===== config.mk =====
export PLATFORM = sky130hd
export DESIGN_NAME = topk_weighted_token_sampler_unit
export DESIGN_NICKNAME = d
export VERILOG_FILES = /design/src/design/tkws_pkg.sv /design/src/design/topk_weighted_token_sampler_unit.sv /design/src/design/tkws_front.sv /design/src/design/tkws_queue.sv /design/src/design/tkws_back.sv
export SDC_FILE = /design/constraint.sdc
export NUM_CORES = 2
export LEC_CHECK = 0
export ABC_AREA = 1
export BUFFER_PORTS_ARGS = -buffer_cell sky130_fd_sc_hd__buf_2
export CORE_MARGIN = 4
export CORE_UTILIZATION = 45
export CTS_CLUSTER_DIAMETER = 100
export DETAILED_ROUTE_END_ITERATION = 12
export SYNTH_ARGS = -nofsm -noshare
export SYNTH_HDL_FRONTEND = slang
export SYNTH_SLANG_ARGS = --single-unit
export TNS_END_PERCENT = 50

===== constraint.sdc =====
create_clock -name clock -period 18.6 [get_ports clock]
set_clock_uncertainty 0.15 [all_clocks]
set_input_delay 0.93 -clock clock [delete_from_list [all_inputs] [get_ports clock]]
set_output_delay 0.93 -clock clock [all_outputs]
set_load 0.02 [all_outputs]

===== src/design/tkws_pkg.sv =====
// tkws_pkg: shared widths, constants and the job record of the top-k token sampler
// used by every module of the sampler; depends on nothing else

package tkws_pkg;

   localparam int MAX_ITEMS    = 128;
   localparam int TOP_SLOTS    = 8;
   localparam int QUEUE_DEPTH  = 2;

   localparam int LOGIT_W      = 32;
   localparam int SEED_W       = 16;
   localparam int POS_W        = 7;
   localparam int TOP_K_W      = 8;
   localparam int CNT_W        = $clog2(MAX_ITEMS + 1);
   localparam int K_W          = $clog2(TOP_SLOTS + 1);
   localparam int SLOT_W       = (TOP_SLOTS > 1) ? $clog2(TOP_SLOTS) : 1;

   localparam logic [LOGIT_W-1:0] INIT_VALUE = 32'h8000_0001;

   localparam int LCG_MUL      = 1103515245;
   localparam int LCG_ADD      = 12345;
   localparam int RAND_W       = 15;
   localparam int LCG_MUL_LO   = LCG_MUL % (2 ** RAND_W);

   localparam int FULL_WEIGHT  = 256;
   localparam int WEIGHT_SHIFT = 4;
   localparam int WEIGHT_W     = $clog2(FULL_WEIGHT + 1);
   localparam int TOTAL_W      = $clog2(TOP_SLOTS * FULL_WEIGHT + 1);

   typedef struct packed {
      logic [TOP_SLOTS-1:0][LOGIT_W-1:0] values;
      logic [TOP_SLOTS-1:0][POS_W-1:0]   positions;
      logic [SEED_W-1:0]                 seed;
      logic [K_W-1:0]                    k;
   } job_type;

endpackage


===== src/design/topk_weighted_token_sampler_unit.sv =====
// topk_weighted_token_sampler_unit: top level of the top-k weighted token sampler
// instantiates tkws_front, tkws_queue and tkws_back; depends on tkws_pkg
//
// usage:
//   req_ channel: one signed logit per beat, req_last marks the final logit of a run;
//   req_seed is sampled on the last beat only. the insertion list takes one beat per
//   cycle; req_stall rises only while the two-entry job queue is full.
//   rsp_ channel: one beat per run, the run position of the sampled candidate.
//   csr_ channel: writes top_k (reset value 1, clamped to 1..8 on the last beat);
//   csr_ready is always high, write only while the block is idle.
// path: after its last beat a run passes the queue, the weights of its k slots,
//   the remainder loop over each bit of the random draw, a cumulative scan that can stop
//   early and the output register, with k the clamped top_k.
// throughput: one logit per cycle while req_stall is low; runs faster than the back
//   end are absorbed by the queue and then throttled to one run per selection.
// reset: synchronous, clears the list, the queue, the back-end state and the output valid flag.
// when rsp_stall is high the result holds in the output register, the back end waits
//   to hand over its next result, and the front accepts logits until the queue fills.

module topk_weighted_token_sampler_unit (
   input  logic                                clock,
   input  logic                                reset,
   input  logic                                req_valid,
   output logic                                req_stall,
   input  logic signed [tkws_pkg::LOGIT_W-1:0] req_logit,
   input  logic [tkws_pkg::SEED_W-1:0]         req_seed,
   input  logic                                req_last,
   output logic                                rsp_valid,
   input  logic                                rsp_stall,
   output logic [tkws_pkg::POS_W-1:0]          rsp_token_index,
   input  logic                                csr_valid,
   output logic                                csr_ready,
   input  logic [tkws_pkg::TOP_K_W-1:0]        csr_top_k
);

   logic [tkws_pkg::TOP_K_W-1:0] top_k_ff, top_k_in;
   logic                         item_accept;
   logic                         q_push, q_full, q_valid, q_pop;
   tkws_pkg::job_type            q_push_job, q_pop_job;

   assign csr_ready   = 1'b1;
   assign top_k_in    = (csr_valid && csr_ready) ? csr_top_k : top_k_ff;
   assign req_stall   = q_full;
   assign item_accept = req_valid & ~req_stall;

   always_ff @(posedge clock) begin
      if (reset) begin
         top_k_ff <= tkws_pkg::TOP_K_W'(1);
      end else begin
         top_k_ff <= top_k_in;
      end
   end

   tkws_front u_front (
      .clock       (clock),
      .reset       (reset),
      .item_accept (item_accept),
      .logit       (req_logit),
      .seed        (req_seed),
      .last        (req_last),
      .top_k       (top_k_ff),
      .push        (q_push),
      .push_job    (q_push_job)
   );

   tkws_queue u_queue (
      .clock    (clock),
      .reset    (reset),
      .push     (q_push),
      .push_job (q_push_job),
      .full     (q_full),
      .valid    (q_valid),
      .pop      (q_pop),
      .pop_job  (q_pop_job)
   );

   tkws_back u_back (
      .clock           (clock),
      .reset           (reset),
      .q_valid         (q_valid),
      .q_job           (q_pop_job),
      .q_pop           (q_pop),
      .rsp_valid       (rsp_valid),
      .rsp_stall       (rsp_stall),
      .rsp_token_index (rsp_token_index)
   );

   // back end only takes a job that is there
   assert property (@(posedge clock) disable iff (reset) q_pop |-> q_valid)
      else $error("job taken from an empty queue");

   // a finished run is waiting in the queue the cycle after its last beat
   assert property (@(posedge clock) disable iff (reset) q_push |=> q_valid)
      else $error("finished run lost on its way to the queue");

   // nothing pending right after reset
   assert property (@(posedge clock) $past(reset) |-> (!rsp_valid && !q_valid))
      else $error("result or job pending after reset");

endmodule


===== src/design/tkws_front.sv =====
// tkws_front: sorted top-k insertion list, one logit per beat
// hands a finished run to the job queue; depends on tkws_pkg

module tkws_front (
   input  logic                                clock,
   input  logic                                reset,
   input  logic                                item_accept,
   input  logic [tkws_pkg::LOGIT_W-1:0]        logit,
   input  logic [tkws_pkg::SEED_W-1:0]         seed,
   input  logic                                last,
   input  logic [tkws_pkg::TOP_K_W-1:0]        top_k,
   output logic                                push,
   output tkws_pkg::job_type                   push_job
);

   logic [tkws_pkg::TOP_SLOTS-1:0][tkws_pkg::LOGIT_W-1:0] values_ff, values_in, ins_values;
   logic [tkws_pkg::TOP_SLOTS-1:0][tkws_pkg::POS_W-1:0]   positions_ff, positions_in, ins_pos;
   logic [tkws_pkg::CNT_W-1:0]                            count_ff, count_in;
   logic [tkws_pkg::TOP_SLOTS-1:0]                        beats;
   logic [tkws_pkg::POS_W-1:0]                            cur_pos;
   logic [tkws_pkg::K_W-1:0]                              k_clamped;
   logic                                                  room;

   assign room    = count_ff < tkws_pkg::CNT_W'(tkws_pkg::MAX_ITEMS);
   assign cur_pos = tkws_pkg::POS_W'(count_ff);

   // list is non-increasing, so beats is a thermometer from the first smaller slot on
   always_comb begin
      for (int j = 0; j < tkws_pkg::TOP_SLOTS; j++) begin
         beats[j] = $signed(logit) > $signed(values_ff[j]);
      end
      ins_values[0] = beats[0] ? logit : values_ff[0];
      ins_pos[0]    = beats[0] ? cur_pos : positions_ff[0];
      for (int j = 1; j < tkws_pkg::TOP_SLOTS; j++) begin
         if (beats[j-1]) begin
            ins_values[j] = values_ff[j-1];
            ins_pos[j]    = positions_ff[j-1];
         end else if (beats[j]) begin
            ins_values[j] = logit;
            ins_pos[j]    = cur_pos;
         end else begin
            ins_values[j] = values_ff[j];
            ins_pos[j]    = positions_ff[j];
         end
      end
   end

   always_comb begin
      if (top_k == '0) begin
         k_clamped = tkws_pkg::K_W'(1);
      end else if (top_k > tkws_pkg::TOP_K_W'(tkws_pkg::TOP_SLOTS)) begin
         k_clamped = tkws_pkg::K_W'(tkws_pkg::TOP_SLOTS);
      end else begin
         k_clamped = tkws_pkg::K_W'(top_k);
      end
   end

   always_comb begin
      values_in    = values_ff;
      positions_in = positions_ff;
      count_in     = count_ff;
      if (item_accept) begin
         if (last) begin
            values_in    = {tkws_pkg::TOP_SLOTS{tkws_pkg::INIT_VALUE}};
            positions_in = '0;
            count_in     = '0;
         end else if (room) begin
            values_in    = ins_values;
            positions_in = ins_pos;
            count_in     = count_ff + tkws_pkg::CNT_W'(1);
         end
      end
   end

   assign push               = item_accept & last;
   assign push_job.values    = room ? ins_values : values_ff;
   assign push_job.positions = room ? ins_pos : positions_ff;
   assign push_job.seed      = seed;
   assign push_job.k         = k_clamped;

   always_ff @(posedge clock) begin
      if (reset) begin
         values_ff    <= {tkws_pkg::TOP_SLOTS{tkws_pkg::INIT_VALUE}};
         positions_ff <= '0;
         count_ff     <= '0;
      end else begin
         values_ff    <= values_in;
         positions_ff <= positions_in;
         count_ff     <= count_in;
      end
   end

endmodule


===== src/design/tkws_queue.sv =====
// tkws_queue: short job queue between the insertion front and the selection back
// depends on tkws_pkg

module tkws_queue (
   input  logic              clock,
   input  logic              reset,
   input  logic              push,
   input  tkws_pkg::job_type push_job,
   output logic              full,
   output logic              valid,
   input  logic              pop,
   output tkws_pkg::job_type pop_job
);

   localparam int PTR_W = (tkws_pkg::QUEUE_DEPTH > 1) ? $clog2(tkws_pkg::QUEUE_DEPTH) : 1;
   localparam int FILL_W = $clog2(tkws_pkg::QUEUE_DEPTH + 1);

   tkws_pkg::job_type entry_ff [tkws_pkg::QUEUE_DEPTH];
   logic [PTR_W-1:0]  wr_ptr_ff, wr_ptr_in, rd_ptr_ff, rd_ptr_in;
   logic [FILL_W-1:0] fill_ff, fill_in;

   function automatic logic [PTR_W-1:0] next_ptr(input logic [PTR_W-1:0] ptr);
      logic [PTR_W-1:0] result;
      if (ptr == PTR_W'(tkws_pkg::QUEUE_DEPTH - 1)) begin
         result = '0;
      end else begin
         result = ptr + PTR_W'(1);
      end
      return result;
   endfunction

   assign full    = fill_ff == FILL_W'(tkws_pkg::QUEUE_DEPTH);
   assign valid   = fill_ff != '0;
   assign pop_job = entry_ff[rd_ptr_ff];

   always_comb begin
      wr_ptr_in = push ? next_ptr(wr_ptr_ff) : wr_ptr_ff;
      rd_ptr_in = pop ? next_ptr(rd_ptr_ff) : rd_ptr_ff;
      fill_in   = fill_ff;
      if (push && !pop) begin
         fill_in = fill_ff + FILL_W'(1);
      end else if (pop && !push) begin
         fill_in = fill_ff - FILL_W'(1);
      end
   end

   always_ff @(posedge clock) begin
      if (push) begin
         entry_ff[wr_ptr_ff] <= push_job;
      end
   end

   always_ff @(posedge clock) begin
      if (reset) begin
         wr_ptr_ff <= '0;
         rd_ptr_ff <= '0;
         fill_ff   <= '0;
      end else begin
         wr_ptr_ff <= wr_ptr_in;
         rd_ptr_ff <= rd_ptr_in;
         fill_ff   <= fill_in;
      end
   end

endmodule


===== src/design/tkws_back.sv =====
// tkws_back: weight, random draw and cumulative pick for one finished run
// sequencer over one slot or one remainder bit per cycle; depends on tkws_pkg

module tkws_back (
   input  logic                        clock,
   input  logic                        reset,
   input  logic                        q_valid,
   input  tkws_pkg::job_type           q_job,
   output logic                        q_pop,
   output logic                        rsp_valid,
   input  logic                        rsp_stall,
   output logic [tkws_pkg::POS_W-1:0]  rsp_token_index
);

   localparam int BIT_W   = $clog2(tkws_pkg::RAND_W);
   localparam int DIFF_W  = tkws_pkg::LOGIT_W + 1;
   localparam int SHIFT_W = DIFF_W - 1 - tkws_pkg::WEIGHT_SHIFT;
   localparam int PROD_W  = tkws_pkg::SEED_W + tkws_pkg::RAND_W;

   typedef enum logic [2:0] {
      ST_IDLE,
      ST_WEIGHT,
      ST_DIVIDE,
      ST_SCAN,
      ST_DONE
   } state_type;

   state_type                                               state_ff, state_in;
   tkws_pkg::job_type                                       job_ff, job_in;
   logic [tkws_pkg::TOP_SLOTS-1:0][tkws_pkg::WEIGHT_W-1:0]  weight_ff, weight_in;
   logic [tkws_pkg::TOTAL_W-1:0]                            total_ff, total_in;
   logic [tkws_pkg::TOTAL_W-1:0]                            rem_ff, rem_in;
   logic [tkws_pkg::TOTAL_W-1:0]                            cum_ff, cum_in;
   logic [tkws_pkg::RAND_W-1:0]                             dividend_ff, dividend_in;
   logic [BIT_W-1:0]                                        bit_ff, bit_in;
   logic [tkws_pkg::SLOT_W-1:0]                             slot_ff, slot_in;
   logic                                                    rsp_valid_ff, rsp_valid_in;
   logic [tkws_pkg::POS_W-1:0]                              rsp_index_ff, rsp_index_in;

   logic signed [DIFF_W-1:0]        diff;
   logic [SHIFT_W-1:0]              shifted;
   logic [tkws_pkg::WEIGHT_W-1:0]   weight_cur;
   logic [PROD_W-1:0]               lcg_prod;
   logic [tkws_pkg::RAND_W-1:0]     lcg_rand;
   logic [tkws_pkg::TOTAL_W:0]      trial;
   logic [tkws_pkg::TOTAL_W-1:0]    cum_next;
   logic                            last_slot;

   // only the low bits of the lcg matter, so a narrow multiplier does
   assign lcg_prod = PROD_W'(q_job.seed) * PROD_W'(tkws_pkg::LCG_MUL_LO);
   assign lcg_rand = lcg_prod[tkws_pkg::RAND_W-1:0] + tkws_pkg::RAND_W'(tkws_pkg::LCG_ADD);

   // weight of the current slot against the top value, clamped to 1..256
   always_comb begin
      diff = $signed({job_ff.values[0][tkws_pkg::LOGIT_W-1], job_ff.values[0]})
           - $signed({job_ff.values[slot_ff][tkws_pkg::LOGIT_W-1], job_ff.values[slot_ff]});
      shifted = diff[DIFF_W-1] ? '0 : diff[DIFF_W-2:tkws_pkg::WEIGHT_SHIFT];
      if (shifted >= SHIFT_W'(tkws_pkg::FULL_WEIGHT - 1)) begin
         weight_cur = tkws_pkg::WEIGHT_W'(1);
      end else begin
         weight_cur = tkws_pkg::WEIGHT_W'(tkws_pkg::FULL_WEIGHT)
                    - tkws_pkg::WEIGHT_W'(shifted);
      end
   end

   assign last_slot = tkws_pkg::K_W'(slot_ff) == job_ff.k - tkws_pkg::K_W'(1);
   assign trial     = {rem_ff, dividend_ff[tkws_pkg::RAND_W-1]};
   assign cum_next  = cum_ff + tkws_pkg::TOTAL_W'(weight_ff[slot_ff]);

   always_comb begin
      state_in     = state_ff;
      job_in       = job_ff;
      weight_in    = weight_ff;
      total_in     = total_ff;
      rem_in       = rem_ff;
      cum_in       = cum_ff;
      dividend_in  = dividend_ff;
      bit_in       = bit_ff;
      slot_in      = slot_ff;
      rsp_valid_in = rsp_valid_ff & rsp_stall;
      rsp_index_in = rsp_index_ff;
      q_pop        = 1'b0;
      unique case (state_ff)
         ST_IDLE: begin
            if (q_valid) begin
               q_pop       = 1'b1;
               job_in      = q_job;
               slot_in     = '0;
               total_in    = '0;
               dividend_in = lcg_rand;
               state_in    = ST_WEIGHT;
            end
         end
         ST_WEIGHT: begin
            weight_in[slot_ff] = weight_cur;
            total_in           = total_ff + tkws_pkg::TOTAL_W'(weight_cur);
            if (last_slot) begin
               rem_in   = '0;
               bit_in   = '0;
               state_in = ST_DIVIDE;
            end else begin
               slot_in = slot_ff + tkws_pkg::SLOT_W'(1);
            end
         end
         ST_DIVIDE: begin
            // restoring remainder, one dividend bit per cycle
            if (trial >= {1'b0, total_ff}) begin
               rem_in = tkws_pkg::TOTAL_W'(trial - {1'b0, total_ff});
            end else begin
               rem_in = tkws_pkg::TOTAL_W'(trial);
            end
            dividend_in = dividend_ff << 1;
            bit_in      = bit_ff + BIT_W'(1);
            if (bit_ff == BIT_W'(tkws_pkg::RAND_W - 1)) begin
               slot_in  = '0;
               cum_in   = '0;
               state_in = ST_SCAN;
            end
         end
         ST_SCAN: begin
            cum_in = cum_next;
            if (rem_ff < cum_next || last_slot) begin
               state_in = ST_DONE;
            end else begin
               slot_in = slot_ff + tkws_pkg::SLOT_W'(1);
            end
         end
         ST_DONE: begin
            if (!rsp_valid_ff || !rsp_stall) begin
               rsp_valid_in = 1'b1;
               rsp_index_in = job_ff.positions[slot_ff];
               state_in     = ST_IDLE;
            end
         end
         default: begin
            state_in = ST_IDLE;
         end
      endcase
   end

   always_ff @(posedge clock) begin
      if (reset) begin
         state_ff     <= ST_IDLE;
         rsp_valid_ff <= 1'b0;
      end else begin
         state_ff     <= state_in;
         rsp_valid_ff <= rsp_valid_in;
      end
      job_ff       <= job_in;
      weight_ff    <= weight_in;
      total_ff     <= total_in;
      rem_ff       <= rem_in;
      cum_ff       <= cum_in;
      dividend_ff  <= dividend_in;
      bit_ff       <= bit_in;
      slot_ff      <= slot_in;
      rsp_index_ff <= rsp_index_in;
   end

   assign rsp_valid       = rsp_valid_ff;
   assign rsp_token_index = rsp_index_ff;

endmodule

==> impl_metrics.toml <==
[sta]
rsz0062_at_grt = "false"
fmax_mhz = 114
worst_pin_slew_ns = 1.21
final-max-slew-violation-count = 0
finalSetupViolations = 0
finalHoldViolCount = 0
post-route-period-util_pct = 47.4
fin_hold_ws_ns = 0.163
period_needed_ns = 8.81
finalSetupTns_ns = 0
slew_headroom_pct = 18.3

[power_and_ir_drop]
power_leakage_nw = 31.5
power_mw = 16.6
irDropWorstVdd_mv = 0.285
pwr_density_cell_mw_per_mm2 = 199

[clock_tree]
cts_hold_buffers = 0
clk_latency_ns = 0.82
htree_levels = 4
cts.clk_slew.worst_paths_ns = 0.06
clockRootBuffer = "clkbuf_16"
post_cts_buffers = 0
numCtsBuffers = 158
cts_resized = 0
clock_path_buffers = 3
cts_tree = "yes"
cts.sinks = 1452

[global_routing]
antenna_found_initial = 19
grt_usage_pct = 26.3
gr-total-overflow = 0
grt_pass1_vias = 56300
grt_max_degree = 162
grt_pass1_wl_um = 349000

[logic_synthesis]
synth_edf_count = 1115
synth_common_cells = "nand2_1 (1600), edfxtp_1 (1115), inv_1 (886), a21oi_1 (591), nand3_1 (563)"
yosysWarnings = 0
synthFlopType = "edfxtp_1"
ys_async_sr_fraction_pct = 0
synth_area_leader_cell = "edfxtp_1"
yosys.cell_types.count = 61
yosysMostFrequentCell = "nand2_1"
synth_cells = 7799
synth_top_area_share_pct = 44.2
syn_avg_cell_area_um2 = 9.72
syn_nets = 8293
synth-seq-cells = 1452
seq_area_frac_synth_pct = 53.1
synth_area_leaders = "edfxtp_1 (44%), dfxtp_1 (8.9%), nand2_1 (7.9%)"
syn_area_mm2 = 0.0758

[worst_setup_path]
crit_type = "register to register"
worst_ep_required_time_ns = 19.11
path_common_cell = "a21oi_1"
crit_path_end_kind = "register"
start_kind = "register"
cpMaxStageDelayCell = "inv_2"
critical_path_arrival_ns = 9.32
slowest_delay_ns = 0.75
crit_fanout = 23

[detailed_routing]
dr.first_iter.drc_count = 5877
wl_um = 235000
drc_errors = 0
num_vias = 58400
vias_per_cell = 5.81
dr.pass1.iters = 8
wl_per_cell_um = 23.4
route.antenna.remaining_nets = 0

[placed_design]
routabilityCongestion = 0.934
port_buffers = 69
hpwl_um = 145000
dp.cells = 9743

[floorplanning]
ios = 72
die_area_mm2 = 0.175
row_count = 150
design.core.area_mm2 = 0.167
die_y_um = 418
die_width_um = 418
start_util_pct = 45.3

[final_layout]
nFillCells = 15000
final_nets = 8193
syn2layout_area_growth_pct = 10.2
stdcell_count = 10000
drive_gt1_share_pct = 10.0

[hold_path]
hp-class = "input pin to register"

[run]
maxCapViolations = 0

[outcome]
status = "finished, final reports clean"
## per-layer routing
layer	share of wire, %	wire length (um)	track usage, %	up-vias
li1	-	-	-	27000
met1	41	96800	34.7	28300
met2	46	109000	43.0	2502
met3	8.1	18900	4.25	548
met4	4.3	10200	11.6	2
met5	0.0055	13	0	-
## stage by stage
| stage | area, um^2 | setup slack (ns) | util [%] |
|---|---|---|---|
| 5_1_grt | 83500 | 9.26 | 50.0 |
| 6_report | 83500 | 9.79 | 50.0 |
| 3_3_place_gp | 78200 | 9.95 | 46.8 |
| 3_5_place_dp | 78200 | 9.93 | 46.8 |
| 2_1_floorplan | 75800 | 2.40 | - |
| 4_1_cts | 83500 | 9.91 | 49.9 |
## cells by family (layout without fill, tap and decap cells)
group	Yosys count	count (layout)	share of synthesized area (%)
other cells	1	8	0.00495
simple gates	2698	2698	15.2
buf+inv	1307	1341	6.64
flops	1452	1452	53.1
mux	332	332	4.93
fa+ha+maj	432	432	7.52
compound gates	1506	1506	11.8
xor+xnor	71	71	0.820
## state kept, by name, summed over array words and instances (netlist names), 7 cells and up, named ones only
register	count
u_back.total_ff	12
u_back.job_ff	316
u_front.values_ff	256
u_back.rsp_token_index	7
u_back.rem_ff	12
u_queue.entry_ff	662
u_front.positions_ff	56
u_back.weight_ff	72
u_back.cum_ff	12
top_k_ff	8
u_front.count_ff	8
u_back.dividend_ff	15
## critical path: cells and delay by family (launching register included)
| kind | cells | cell delay, ns |
|---|---|---|
| AOI/OAI and AO/OA | 12 | 2.50 |
| adders and majority gates | 4 | 1.18 |
| buffers and inverters | 7 | 2.00 |
| DFF | 1 | 0.58 |
| and+or+nand+nor | 14 | 2.19 |
## power by group
part           leakage, nW  internal [mW]  switching, mW
Combinational         15.7           2.81           5.46
Clock                 2.61           1.90           1.34
Sequential            13.2           4.85          0.289
Total                 31.5           9.56           7.08
## placed cells by master (no fill, tap or decap), drive strengths merged, types with 6 or more instances in the layout
cell | Yosys | routed
nand2 | 1614 | 1614
edfxtp | 1115 | 1115
inv | 890 | 899
a21oi | 591 | 591
nand3 | 566 | 566
ha | 393 | 393
o21ai | 376 | 376
dfxtp | 337 | 337
mux2 | 331 | 331
nor2 | 260 | 260
clkbuf | 303 | 212
nand4 | 197 | 197
buf | 111 | 154
a21boi | 149 | 149
o211ai | 127 | 127
a22oi | 63 | 63
a31oi | 54 | 54
clkinv | 3 | 54
xnor2 | 42 | 42
a22o | 39 | 39
fa | 39 | 39
a221oi | 36 | 36
nor3 | 31 | 31
xor2 | 29 | 29
bufinv | 0 | 18
o21a | 16 | 16
nor4 | 15 | 15
a21o | 14 | 14
nand3b | 9 | 9
a211oi | 9 | 9
o21bai | 8 | 8
diode | 0 | 7
o31ai | 6 | 6
## worst paths after layout
| path | from | endpoint | slack, ns | cells past startpoint |
|---|---|---|---|---|
| max | u_back.slot_ff[0] | u_back.total_ff[10] | 9.79 | 37 |
| min | req_seed[2] | u_queue.entry_ff[0][6] | 0.16 | 1 |
| max reg2reg | u_back.slot_ff[0] | u_back.total_ff[10] | 9.79 | 37 |
| min reg2reg | u_front.values_ff[144] | u_front.values_ff[144] | 0.31 | 2 |
## area by class of cell
cell class | instances | area (um^2) | share of cell area (%)
inverter | 893 | 3380 | 4.04
timing repair buffer | 154 | 1040 | 1.25
sequential | 1452 | 40200 | 48.2
clock inverter | 82 | 971 | 1.16
antenna | 7 | 17.5 | 0.0210
clock buffer | 212 | 4350 | 5.21
tap | 2204 | 2760 | 3.30
multi-input combinational | 5040 | 30800 | 36.9
Note: power is estimated with default switching activity, not from simulation.
